==> src/sv/rsamp_pkg.sv <==
// ----------------------------------------------------------------------------
// Reservoir sampler package
// Shared widths, generator constants, command and status types.
// ----------------------------------------------------------------------------
package rsamp_pkg;

   localparam int ID_WIDTH       = 32;
   localparam int COUNT_WIDTH    = 32;
   localparam int RNG_WIDTH      = 64;
   localparam int HALF_WIDTH     = RNG_WIDTH / 2;
   localparam int DIV_STEPS      = RNG_WIDTH;
   localparam int STEP_CNT_WIDTH = $clog2(DIV_STEPS);

   localparam logic [RNG_WIDTH-1:0] GOLDEN_GAMMA = 64'h9e3779b97f4a7c15;
   localparam logic [RNG_WIDTH-1:0] MIX_MUL_A    = 64'hbf58476d1ce4e5b9;
   localparam logic [RNG_WIDTH-1:0] MIX_MUL_B    = 64'h94d049bb133111eb;

   localparam logic [COUNT_WIDTH-1:0] COUNT_MAX = '1;

   typedef enum logic [3:0] {
      OP_NONE,
      OP_ACCEPT,
      OP_LOAD,
      OP_XSHIFT,
      OP_MUL_LL,
      OP_MUL_LH,
      OP_MUL_HL,
      OP_DIV_STEP,
      OP_FINISH
   } op_type;

   typedef enum logic [1:0] {
      SH_30,
      SH_27,
      SH_31
   } shift_type;

   typedef enum logic {
      MIX_A,
      MIX_B
   } mix_type;

   typedef enum logic [1:0] {
      ST_RUNNING       = 2'd0,
      ST_DONE_OK       = 2'd1,
      ST_NONE_FOUND    = 2'd2,
      ST_NONE_TOO_LONG = 2'd3
   } status_type;

   typedef struct packed {
      op_type    op;
      shift_type shift;
      mix_type   mix;
   } cmd_type;

   typedef struct packed {
      logic needs_draw;
   } stat_type;

endpackage

==> src/sv/rsamp_ctrl.sv <==
// ----------------------------------------------------------------------------
// Reservoir sampler controller
// Sequences accept, generator mixing, the remainder steps and the result beat.
// ----------------------------------------------------------------------------
module rsamp_ctrl (
   input  logic               clock,
   input  logic               reset,
   input  logic               req_valid,
   output logic               req_stall,
   output logic               rsp_valid,
   input  logic               rsp_stall,
   input  rsamp_pkg::stat_type stat,
   output rsamp_pkg::cmd_type  cmd
);

   typedef enum logic [3:0] {
      S_IDLE,
      S_DECIDE,
      S_LOAD,
      S_XS1,
      S_M1_LL,
      S_M1_LH,
      S_M1_HL,
      S_XS2,
      S_M2_LL,
      S_M2_LH,
      S_M2_HL,
      S_XS3,
      S_DIV,
      S_FINISH
   } state_type;

   state_type                              state_ff;
   logic                                   rsp_valid_ff;
   logic [rsamp_pkg::STEP_CNT_WIDTH-1:0]   step_cnt_ff;
   logic                                   out_free;

   assign out_free  = !rsp_valid_ff || !rsp_stall;
   assign req_stall = (state_ff != S_IDLE);
   assign rsp_valid = rsp_valid_ff;

   always_comb begin
      cmd.op    = rsamp_pkg::OP_NONE;
      cmd.shift = rsamp_pkg::SH_30;
      cmd.mix   = rsamp_pkg::MIX_A;
      unique case (state_ff)
         S_IDLE:   cmd.op = req_valid ? rsamp_pkg::OP_ACCEPT : rsamp_pkg::OP_NONE;
         S_DECIDE: cmd.op = rsamp_pkg::OP_NONE;
         S_LOAD:   cmd.op = rsamp_pkg::OP_LOAD;
         S_XS1: begin
            cmd.op    = rsamp_pkg::OP_XSHIFT;
            cmd.shift = rsamp_pkg::SH_30;
         end
         S_M1_LL:  cmd.op = rsamp_pkg::OP_MUL_LL;
         S_M1_LH:  cmd.op = rsamp_pkg::OP_MUL_LH;
         S_M1_HL:  cmd.op = rsamp_pkg::OP_MUL_HL;
         S_XS2: begin
            cmd.op    = rsamp_pkg::OP_XSHIFT;
            cmd.shift = rsamp_pkg::SH_27;
         end
         S_M2_LL: begin
            cmd.op  = rsamp_pkg::OP_MUL_LL;
            cmd.mix = rsamp_pkg::MIX_B;
         end
         S_M2_LH: begin
            cmd.op  = rsamp_pkg::OP_MUL_LH;
            cmd.mix = rsamp_pkg::MIX_B;
         end
         S_M2_HL: begin
            cmd.op  = rsamp_pkg::OP_MUL_HL;
            cmd.mix = rsamp_pkg::MIX_B;
         end
         S_XS3: begin
            cmd.op    = rsamp_pkg::OP_XSHIFT;
            cmd.shift = rsamp_pkg::SH_31;
         end
         S_DIV:    cmd.op = rsamp_pkg::OP_DIV_STEP;
         S_FINISH: cmd.op = out_free ? rsamp_pkg::OP_FINISH : rsamp_pkg::OP_NONE;
         default:  cmd.op = rsamp_pkg::OP_NONE;
      endcase
   end

   always_ff @(posedge clock) begin
      if (reset) begin
         state_ff     <= S_IDLE;
         rsp_valid_ff <= 1'b0;
         step_cnt_ff  <= '0;
      end else begin
         if ((state_ff == S_FINISH) && out_free) begin
            rsp_valid_ff <= 1'b1;
         end else if (rsp_valid_ff && !rsp_stall) begin
            rsp_valid_ff <= 1'b0;
         end
         unique case (state_ff)
            S_IDLE: begin
               if (req_valid) begin
                  state_ff <= S_DECIDE;
               end
            end
            S_DECIDE: state_ff <= stat.needs_draw ? S_LOAD : S_FINISH;
            S_LOAD:   state_ff <= S_XS1;
            S_XS1:    state_ff <= S_M1_LL;
            S_M1_LL:  state_ff <= S_M1_LH;
            S_M1_LH:  state_ff <= S_M1_HL;
            S_M1_HL:  state_ff <= S_XS2;
            S_XS2:    state_ff <= S_M2_LL;
            S_M2_LL:  state_ff <= S_M2_LH;
            S_M2_LH:  state_ff <= S_M2_HL;
            S_M2_HL:  state_ff <= S_XS3;
            S_XS3: begin
               step_cnt_ff <= '0;
               state_ff    <= S_DIV;
            end
            S_DIV: begin
               step_cnt_ff <= step_cnt_ff + 1'b1;
               if (step_cnt_ff == rsamp_pkg::STEP_CNT_WIDTH'(rsamp_pkg::DIV_STEPS - 1)) begin
                  state_ff <= S_FINISH;
               end
            end
            S_FINISH: begin
               if (out_free) begin
                  state_ff <= S_IDLE;
               end
            end
            default: state_ff <= S_IDLE;
         endcase
      end
   end

endmodule

==> src/sv/rsamp_dp.sv <==
// ----------------------------------------------------------------------------
// Reservoir sampler datapath
// Generator state, shared 32x32 multiplier, restoring remainder unit and
// reservoir registers.
// ----------------------------------------------------------------------------
module rsamp_dp (
   input  logic                                clock,
   input  logic                                reset,
   input  rsamp_pkg::cmd_type                  cmd,
   output rsamp_pkg::stat_type                 stat,
   input  logic [rsamp_pkg::ID_WIDTH-1:0]      req_item_id,
   input  logic                                req_eligible,
   input  logic                                req_too_long,
   input  logic                                req_last,
   input  logic                                csr_wr_en,
   input  logic [rsamp_pkg::RNG_WIDTH-1:0]     csr_wr_data,
   output logic [rsamp_pkg::ID_WIDTH-1:0]      rsp_chosen_id,
   output logic [rsamp_pkg::COUNT_WIDTH-1:0]   rsp_count_seen,
   output logic                                rsp_replaced,
   output logic [1:0]                          rsp_status
);

   localparam int RW = rsamp_pkg::RNG_WIDTH;
   localparam int HW = rsamp_pkg::HALF_WIDTH;
   localparam int CW = rsamp_pkg::COUNT_WIDTH;

   logic [RW-1:0]                    rng_ff;
   logic [RW-1:0]                    z_ff;
   logic [RW-1:0]                    acc_ff;
   logic [CW-1:0]                    rem_ff;
   logic [CW-1:0]                    count_ff;
   logic                             trunc_ff;
   logic [rsamp_pkg::ID_WIDTH-1:0]   kept_ff;
   logic [rsamp_pkg::ID_WIDTH-1:0]   item_id_ff;
   logic                             draw_ff;
   logic                             last_ff;

   logic [rsamp_pkg::ID_WIDTH-1:0]   chosen_ff;
   logic [CW-1:0]                    count_out_ff;
   logic                             replaced_ff;
   rsamp_pkg::status_type            status_ff;

   logic [RW-1:0]                    rng_in;
   logic [RW-1:0]                    mix_const;
   logic [HW-1:0]                    mul_a;
   logic [HW-1:0]                    mul_b;
   logic [RW-1:0]                    prod;
   logic [RW-1:0]                    z_shifted;
   logic [CW:0]                      trial;
   logic [CW-1:0]                    trial_diff;
   logic [CW-1:0]                    rem_in;
   logic                             hit;
   rsamp_pkg::status_type            status_in;

   assign stat.needs_draw = draw_ff;
   assign rng_in          = rng_ff + rsamp_pkg::GOLDEN_GAMMA;

   assign mix_const = (cmd.mix == rsamp_pkg::MIX_B) ? rsamp_pkg::MIX_MUL_B
                                                    : rsamp_pkg::MIX_MUL_A;
   assign mul_a     = (cmd.op == rsamp_pkg::OP_MUL_HL) ? z_ff[RW-1:HW] : z_ff[HW-1:0];
   assign mul_b     = (cmd.op == rsamp_pkg::OP_MUL_LH) ? mix_const[RW-1:HW]
                                                       : mix_const[HW-1:0];
   assign prod      = mul_a * mul_b;

   always_comb begin
      unique case (cmd.shift)
         rsamp_pkg::SH_30: z_shifted = z_ff ^ (z_ff >> 30);
         rsamp_pkg::SH_27: z_shifted = z_ff ^ (z_ff >> 27);
         rsamp_pkg::SH_31: z_shifted = z_ff ^ (z_ff >> 31);
         default:          z_shifted = z_ff ^ (z_ff >> 31);
      endcase
   end

   assign trial      = {rem_ff, z_ff[RW-1]};
   assign trial_diff = trial[CW-1:0] - count_ff;
   assign rem_in     = (trial >= {1'b0, count_ff}) ? trial_diff : trial[CW-1:0];
   assign hit        = draw_ff && (rem_ff == '0);

   always_comb begin
      priority if (!last_ff) begin
         status_in = rsamp_pkg::ST_RUNNING;
      end else if (count_ff != '0) begin
         status_in = rsamp_pkg::ST_DONE_OK;
      end else if (trunc_ff) begin
         status_in = rsamp_pkg::ST_NONE_TOO_LONG;
      end else begin
         status_in = rsamp_pkg::ST_NONE_FOUND;
      end
   end

   always_ff @(posedge clock) begin
      if (reset) begin
         rng_ff   <= '0;
         count_ff <= '0;
         trunc_ff <= 1'b0;
         kept_ff  <= '0;
         draw_ff  <= 1'b0;
         last_ff  <= 1'b0;
      end else begin
         if (csr_wr_en) begin
            rng_ff <= csr_wr_data;
         end
         unique case (cmd.op)
            rsamp_pkg::OP_ACCEPT: begin
               item_id_ff <= req_item_id;
               last_ff    <= req_last;
               draw_ff    <= req_eligible && !req_too_long;
               if (req_too_long) begin
                  trunc_ff <= 1'b1;
               end else if (req_eligible && (count_ff != rsamp_pkg::COUNT_MAX)) begin
                  count_ff <= count_ff + 1'b1;
               end
            end
            rsamp_pkg::OP_LOAD: begin
               rng_ff <= rng_in;
               z_ff   <= rng_in;
               rem_ff <= '0;
            end
            rsamp_pkg::OP_XSHIFT: z_ff <= z_shifted;
            rsamp_pkg::OP_MUL_LL: acc_ff <= prod;
            rsamp_pkg::OP_MUL_LH: acc_ff[RW-1:HW] <= acc_ff[RW-1:HW] + prod[HW-1:0];
            rsamp_pkg::OP_MUL_HL: z_ff <= {acc_ff[RW-1:HW] + prod[HW-1:0], acc_ff[HW-1:0]};
            rsamp_pkg::OP_DIV_STEP: begin
               rem_ff <= rem_in;
               z_ff   <= {z_ff[RW-2:0], 1'b0};
            end
            rsamp_pkg::OP_FINISH: begin
               chosen_ff    <= hit ? item_id_ff : kept_ff;
               count_out_ff <= count_ff;
               replaced_ff  <= hit;
               status_ff    <= status_in;
               if (hit) begin
                  kept_ff <= item_id_ff;
               end
               if (last_ff) begin
                  count_ff <= '0;
                  trunc_ff <= 1'b0;
               end
            end
            default: begin
            end
         endcase
      end
   end

   assign rsp_chosen_id  = chosen_ff;
   assign rsp_count_seen = count_out_ff;
   assign rsp_replaced   = replaced_ff;
   assign rsp_status     = status_ff;

endmodule

==> src/sv/reservoir_sample_one_item.sv <==
// ----------------------------------------------------------------------------
// One-item reservoir sampler
// Keeps one uniformly chosen candidate id per run using a splitmix64 draw.
// ----------------------------------------------------------------------------
// An item with neither flag set, or with too_long set, skips the draw and goes
// from accept through the decide state to its result beat. An eligible item
// draws a new generator value: six passes through one shared 32x32 multiplier
// for the two 64-bit mixing products, then a restoring remainder unit that
// reduces the draw modulo the seen count, one bit per cycle. A new item is
// accepted while an earlier result beat is still stalled. Writing the seed
// loads the generator at once; the user must make writes only while the block
// is idle, and the block itself does not enforce this.
module reservoir_sample_one_item (
   input  logic                                clock,
   input  logic                                reset,
   input  logic                                req_valid,
   output logic                                req_stall,
   input  logic [rsamp_pkg::ID_WIDTH-1:0]      req_item_id,
   input  logic                                req_eligible,
   input  logic                                req_too_long,
   input  logic                                req_last,
   output logic                                rsp_valid,
   input  logic                                rsp_stall,
   output logic [rsamp_pkg::ID_WIDTH-1:0]      rsp_chosen_id,
   output logic [rsamp_pkg::COUNT_WIDTH-1:0]   rsp_count_seen,
   output logic                                rsp_replaced,
   output logic [1:0]                          rsp_status,
   input  logic                                csr_wr_en,
   input  logic [rsamp_pkg::RNG_WIDTH-1:0]     csr_wr_data
);

   rsamp_pkg::cmd_type  cmd;
   rsamp_pkg::stat_type stat;

   rsamp_ctrl u_ctrl (
      .clock     (clock),
      .reset     (reset),
      .req_valid (req_valid),
      .req_stall (req_stall),
      .rsp_valid (rsp_valid),
      .rsp_stall (rsp_stall),
      .stat      (stat),
      .cmd       (cmd)
   );

   rsamp_dp u_dp (
      .clock          (clock),
      .reset          (reset),
      .cmd            (cmd),
      .stat           (stat),
      .req_item_id    (req_item_id),
      .req_eligible   (req_eligible),
      .req_too_long   (req_too_long),
      .req_last       (req_last),
      .csr_wr_en      (csr_wr_en),
      .csr_wr_data    (csr_wr_data),
      .rsp_chosen_id  (rsp_chosen_id),
      .rsp_count_seen (rsp_count_seen),
      .rsp_replaced   (rsp_replaced),
      .rsp_status     (rsp_status)
   );

`ifndef SYNTH
   a_busy_after_accept: assert property (@(posedge clock) disable iff (reset)
      (req_valid && !req_stall) |=> req_stall)
      else $error("input not stalled after an accepted beat");

   a_done_has_count: assert property (@(posedge clock) disable iff (reset)
      (rsp_valid && rsp_status == rsamp_pkg::ST_DONE_OK) |-> (rsp_count_seen != '0))
      else $error("done status with zero count");

   a_none_has_no_count: assert property (@(posedge clock) disable iff (reset)
      (rsp_valid && (rsp_status == rsamp_pkg::ST_NONE_FOUND ||
                     rsp_status == rsamp_pkg::ST_NONE_TOO_LONG))
      |-> (rsp_count_seen == '0))
      else $error("empty-run status with nonzero count");

   a_replace_counted: assert property (@(posedge clock) disable iff (reset)
      (rsp_valid && rsp_replaced) |-> (rsp_count_seen != '0))
      else $error("replacement reported with zero count");
`endif

endmodule
==> config.mk <==
export PLATFORM = sky130hd
export DESIGN_NAME = reservoir_sample_one_item
export DESIGN_NICKNAME = d
export VERILOG_FILES = /design/src/sv/rsamp_pkg.sv /design/src/sv/rsamp_ctrl.sv /design/src/sv/rsamp_dp.sv /design/src/sv/reservoir_sample_one_item.sv
export SDC_FILE = /design/constraint.sdc
export NUM_CORES = 2
export LEC_CHECK = 0
export BUFFER_PORTS_ARGS = -buffer_cell sky130_fd_sc_hd__buf_2
export CORE_ASPECT_RATIO = 1.5
export CORE_UTILIZATION = 30
export DETAILED_ROUTE_END_ITERATION = 10
export PLACE_DENSITY = 0.53
export SETUP_SLACK_MARGIN = 0.5
export SLEW_MARGIN = 15
export SYNTH_ARGS = -nofsm -noshare
export SYNTH_HDL_FRONTEND = slang
export SYNTH_SLANG_ARGS = --single-unit
==> constraint.sdc <==
create_clock -name clock -period 18.6 [get_ports clock]
set_input_delay 5.58 -clock clock [delete_from_list [all_inputs] [get_ports clock]]
set_output_delay 5.58 -clock clock [all_outputs]
set_load 0.005 [all_outputs]
# --- After elaboration in Yosys (flattened, before gate mapping) ---
# Index checks and enable logic that the tools add are counted.
totals:
  elab_cells: 131
  ff_bits: 401
classes:
  magnitude_cmp: 1
  multipliers: 1
  reduce_logical: 36
  eq_ne: 31
  bitwise_logic: 5
  n_addsub: 5
  mux: 33
ops:
  columns: ["cell", "count"]
  rows:
  - ["$pmux W64 S4", 1]
  - ["$mux W32", 7]
  - ["$pmux W32 S2", 3]
  - ["$mux W64", 2]
  - ["$pmux W64 S2", 1]
  - ["$add A64 B64 Y64 const B", 1]
  - ["$mul A32 B32 Y64", 1]
  - ["$xor A64 B33 Y64", 1]
  - ["$xor A64 B34 Y64", 1]
  - ["$xor A64 B37 Y64", 1]
  - ["$mux W62", 1]
  - ["$pmux W4 S14", 1]
  - ["$ge A33 B32 Y1", 1]
  - ["$add A32 B1 Y32 const B", 1]
  - ["$add A32 B32 Y32", 1]
  - ["$eq A4 B3 Y1 const B", 8]
  - ["$logic_not A32 Y1", 1]
  - ["$ne A32 B32 Y1 const B", 1]
  - ["$pmux W4 S8", 1]
  - ["$reduce_bool A32 Y1", 1]
  - ["$sub A32 B32 Y32", 1]
  - ["$eq A4 B4 Y1 const B", 7]
  - ["$mux W4", 5]
  - ["$eq A4 B2 Y1 const B", 4]
  - ["23 further kinds", 59]

# --- Logic depth before layout (Yosys ltp) ---
logic_depth:
  ltp_word: 9
  depth_mapped: 46
  ltp_nobuf: 41

# --- By module ---
# A second synthesis with hierarchy kept.
unflattened:
  cells_unflattened: 5497
  area_unflattened_um2: 51843.5
modules_own_cells:
  columns: ["mod", "area_per_inst_um2", "instances", "cells_per_inst"]
  rows:
  - ["rsamp_dp", 51137.8, 1, 5406]
  - ["rsamp_ctrl", 705.7, 1, 91]

# --- Least setup slack after synthesis ---
# No wires, ideal clock.
synth_timing:
  path_type: "register -> register"
  start: "register u_ctrl.state_ff[2]"
  end: "register u_dp.acc_ff[63], data pin"
  t_arrival_ns: 10.247
  path_slack_ns: 8.083
  required_time_ns: 18.329
  n_path_buf: 3
  stages_incl_launch_ff: 36
  synth_period_minus_slack_ns: 10.517
  path_cell_list: "dfxtp_1 -> clkbuf_1 -> nor2b_1 -> nor2_1 -> nor2_1 -> clkbuf_1 -> mux2i_1 -> clkinv_1 -> and2_1 -> fa_1 -> fa_1 -> fa_1 -> inv_1 -> fa_1 -> inv_1 -> fa_1 -> fa_1 -> fa_1 -> inv_1 -> fa_1 -> inv_1 -> ha_1 -> clkbuf_1 -> nand2_1 -> or3_1 -> o211ai_1 -> xor2_1 -> ha_1 -> a21o_1 -> a21oi_1 -> o21ai_0 -> nor3b_1 -> a211oi_1 -> xnor2_1 -> a211oi_1 -> o211ai_1"
synth_between:
  elab_chain_cells: 8
synth_lines:
  columns: ["element", "line_no", "source"]
  rows:
  - ["start, declared", "rsamp_ctrl.sv:33", "state_type state_ff;"]
  - ["start signal, assigned", "rsamp_ctrl.sv:100", "S_DECIDE: state_ff <= stat.needs_draw ? S_LOAD : S_FINISH;"]
  - ["$eq A4 B2 Y1, or another cell as far along", "rsamp_ctrl.sv:46", "unique case (state_ff)"]
  - ["$reduce_or A3 Y1 (no line) or $reduce_or A2 Y1 (tied branches)", null, null]
  - ["$pmux W4 S8 or $mux W1 (tied branches)", "rsamp_ctrl.sv:46", null]
  - ["$eq A4 B3 Y1, or another cell as far along", "rsamp_dp.sv:60", "assign mul_a = (cmd.op == rsamp_pkg::OP_MUL_HL) ? z_ff[RW-1:HW] : z_ff[HW-1:0];"]
  - ["$mux W32 (on tied branches)", "rsamp_dp.sv:60, rsamp_dp.sv:61", null]
  - ["$mul A32 B32 Y64 *", "rsamp_dp.sv:63", "assign prod = mul_a * mul_b;"]
  - ["via u_dp.prod[24]", "rsamp_dp.sv:47", "logic [RW-1:0] prod;"]
  - ["$add A32 B32 Y32 *", "rsamp_dp.sv:121", "rsamp_pkg::OP_MUL_LH: acc_ff[RW-1:HW] <= acc_ff[RW-1:HW] + prod[HW-1:0];"]
  - ["$pmux W32 S2 *", "rsamp_dp.sv:103", "unique case (cmd.op)"]
  - ["end signal, assigned", "rsamp_dp.sv:120", "rsamp_pkg::OP_MUL_LL: acc_ff <= prod;"]
  - ["end signal, assigned by index", "rsamp_dp.sv:121", null]
  - ["end, declared", "rsamp_dp.sv:29", "logic [RW-1:0] acc_ff;"]
# Mark *: on every way through the listed nets, which the timed path passes. The rest lies on a longest branch.
# A chain may end at the register's enable or synchronous reset.

# --- Worst setup path in the final report ---
# Ends and elaborated chain as after synthesis.

==> metrics.md <==
| Metric | Value |
|---|---|
| # resized after CTS | `0` |
| Number of sinks driven by the clock tree | `roughly 400` |
| Total number of vias | `39,100` |
| Overflow left after global routing | `0` |
| Simple logic cell fraction of the synthesized area | `12.3%` |
| Vias in the first global route | `between 40,000 and 50,000` |
| Worst clock skew | `30.1 ps` |
| ANT nets after route | `0` |
| Skew-Pair Late Insertion Delay | `610 ps` |
| Share of the clock period used by the worst path after layout | `roughly two thirds` |
| Final WS setup | `around 6000 ps` |
| Critical path startpoint category | `register` |
| Area growth from synthesis to final layout | `9.88%` |
| Die boundary width | `about 340 um` |
| Pin count of the biggest net entering global routing | `80` |
| Initial core utilization | `30.2%` |
| Max-slew violations | `0` |
| Synth Net Count | `approximately 6,700` |
| Max Fclk | `~0.080 GHz` |
| Combinational family with the most area after synthesis | `adder cells` |
| Final WL | `184 mm` |
| Hold Path Stages | `0` |
| Maximum clock insertion buffer count | `3` |
| Critical path's largest stage delay | `880 ps` |
| Initial antenna violation count | `1` |
| Post-CTS setup buffer count | `0` |
| Worst Setup Path Type | `reg2reg` |
| First-pass detailed-route iteration total | `7` |
| Detailed-route DRC error count | `0` |
| WL per Instance | `around 24 um` |
| CTS Buf Count | `49` |
| Endpoints failing hold | `0` |
| Unrepaired setup endpoints after global routing | `no` |
| Worst hold margin | `around 470 ps` |
| Number of I/O pins | `roughly 170` |
| Global-route total usage across every layer | `a little over a fifth` |
| Die height | `approximately 510 um` |
| Die ar. | `0.175 mm^2` |
| Clock tree from TritonCTS | `done` |
| # Max-Cap Violations | `0` |
| Most area-hungry cell type in the Yosys netlist | `sky130_fd_sc_hd__fa_1` |
| Number of setup violations in the final report | `0` |
| Share of cells above drive strength 1 | `under 10%` |
| Share of synthesized area occupied by flip-flops and latches | `~20%` |
| Worst setup slack before clock tree synthesis | `between 6000 and 7000 ps` |
| Average cell area after synthesis | `between 9 and 10 um^2` |
| Worst slew margin relative to its limit | `approximately 33%` |
| Worst path slowest cell | `sky130_fd_sc_hd__o31ai_1` |
| Number of vias per cell after detailed routing | `5.02` |
| Synthesized-area fraction occupied by adder cells | `41.5%` |
| Ranking of synthesized cells by area | `sky130_fd_sc_hd__fa_1 (32%), sky130_fd_sc_hd__edfxtp_1 (15%), sky130_fd_sc_hd__ha_1 (9.7%), sky130_fd_sc_hd__inv_1 (7.1%), sky130_fd_sc_hd__dfxtp_1 (5.5%)` |
| Number of cells produced by synthesis | `approximately 5,400` |
| Class of the most critical hold timing path | `reg2reg` |
| Routability-driven placement congestion ratio | `~0.99` |
| Number of synthesized register bits | `roughly 400` |
| Highest-count cells in the layout ignoring fill and taps | `sky130_fd_sc_hd__inv_1 (981), sky130_fd_sc_hd__fa_1 (822), sky130_fd_sc_hd__nor2_1 (478), sky130_fd_sc_hd__ha_1 (403), sky130_fd_sc_hd__nand2_1 (389)` |
| Setup crit end kind | `register` |
| Crit path time final | `12,440 ps` |
| Global-route wire length before repair | `around 270 mm` |
| Worst-Margin Slew | `between 900 and 1000 ps` |
| Multiplexer area fraction after synthesis | `under 10%` |
| Required time worst endpoint | `between 15,000 and 20,000 ps` |
| EDFF count, synth | `roughly 260` |
| Synthesized-area fraction occupied by xor and xnor cells | `4.17%` |
| Clock tree root driver cell | `sky130_fd_sc_hd__clkbuf_16` |
| Crit-path max FO | `a little over 50` |
| Fin util | `between 30 and 40%` |
| Total of warnings raised by yosys | `0` |
| Placeable core region | `approximately 0.17 mm^2` |
| Number of nets in the final layout | `around 7,000` |
| Signal arrival time at the worst endpoint | `~13,000 ps` |
| H-tree levels | `2` |
| Site row count | `roughly 190` |
| PortBufs | `about 170` |
| CTS clock-pin slew for the worst setup and hold paths | `60 ps` |
| FFs w/ async S/R, synth | `0%` |
| Iteration-0 DRC Markers | `between 2,000 and 3,000` |
| Syn Std Cell Area | `slightly above 0.05 mm^2` |
| Most common cell after layout, fill and taps aside | `sky130_fd_sc_hd__inv_1` |
| Post-synthesis compound-gate area fraction | `10.5%` |
| Reg2Reg Depth | `39` |
| DP Wirelength | `153 mm` |
| Result of the run | `finished clean` |
| Hold buffer count at cts | `0` |
| Count of different cell masters after synthesis | `86` |
| Area share of the leading cell type in the synthesized netlist | `between 30% and 40%` |
| Primary flip-flop cell chosen by synthesis mapping | `sky130_fd_sc_hd__edfxtp_1` |
| TNS Setup | `0 ps` |
==> routing by layer <==
layer,routed length (um),GRT usage [%]
met2,101000,40.6
met4,14200,13.7
met3,5230,1.56
met5,0,0
met1,62900,21.4
==> area by class of cell <==
cell class / instances / area (um^2)
antenna: 1 / 2.50
timing repair buffer: 243 / 1400
sequential: 401 / 10600
clock buffer: 67 / 1370
inverter: 992 / 3720
multi-input combinational: 3788 / 36800
clock inverter: 24 / 235
tap: 2256 / 2820
fill: 17700 / 115000
==> cells in the mapped netlist (all sizes together) (7+ instances only) <==
cell,instances
mux2,35
mux2i,75
or4,9
nor2b,41
clkinv,9
o21a,10
a2111oi,7
o221ai,9
o21ai,177
or2,27
xor2,85
a211oi,30
or3,18
a21o,82
nor4,33
o211ai,15
nand2b,75
buf,21
a22oi,39
fa,822
a222oi,34
nor3,62
nand3,52
xnor2,159
nand2,389
nand4,43
and2,100
and4,8
clkbuf,208
o31ai,14
a21oi,228
inv,983
a21boi,8
edfxtp,259
ha,403
a31oi,59
nor2,482
a221oi,40
o21bai,26
dfxtp,142
o31a,7
and3,22
==> worst max-delay path: cells and delay by family, from the launching register on <==
kind            cells  cell delay [ps]
simple gates        8             2370
flops               1              650
buf+inv             7             1400
compound gates     12             2950
xor+xnor            2              470
fa+ha+maj          10             4250
==> per-stage QoR <==
stage | area, um^2 | cells
CTS | 57000 | 7771
detailed placement | 55400 | 7680
floorplan | 51900 | 5410
global placement | 55400 | 7680
finish | 57000 | 7772
global route | 57000 | 7772
==> worst paths after layout <==
check                                         from                       to  slack [ps]
worst max-delay path            u_ctrl.state_ff[2]          u_dp.acc_ff[63]        6160
worst min register to register   u_dp.count_ff[27]  u_dp.rsp_count_seen[27]         470
worst max register to register  u_ctrl.state_ff[2]          u_dp.acc_ff[63]        6160
worst min-delay path             u_dp.count_ff[27]  u_dp.rsp_count_seen[27]         470
==> registers in the layout (all words and copies together), names as in the netlist <==
signal / count
u_dp.acc_ff: 64
u_dp.rng_ff: 64
u_dp.z_ff: 64
u_dp.count_ff: 32
u_dp.item_id_ff: 32
u_dp.kept_ff: 32
u_dp.rem_ff: 32
u_dp.rsp_chosen_id: 32
u_dp.rsp_count_seen: 32
u_ctrl.step_cnt_ff: 6
u_ctrl.state_ff: 4
u_dp.rsp_status: 2
u_ctrl.rsp_valid: 1
u_dp.last_ff: 1
u_dp.rsp_replaced: 1
u_dp.stat: 1
u_dp.trunc_ff: 1
==> cells by family after synthesis <==
logic type / count (synthesis)
simple gates: 1379
fa+ha+maj: 1226
buf+inv: 1221
compound gates: 828
flops: 401
xor+xnor: 245
mux: 110
Power is not shown: default switching activity piles up to over one toggle a cycle in this logic, so the estimate is an artifact.
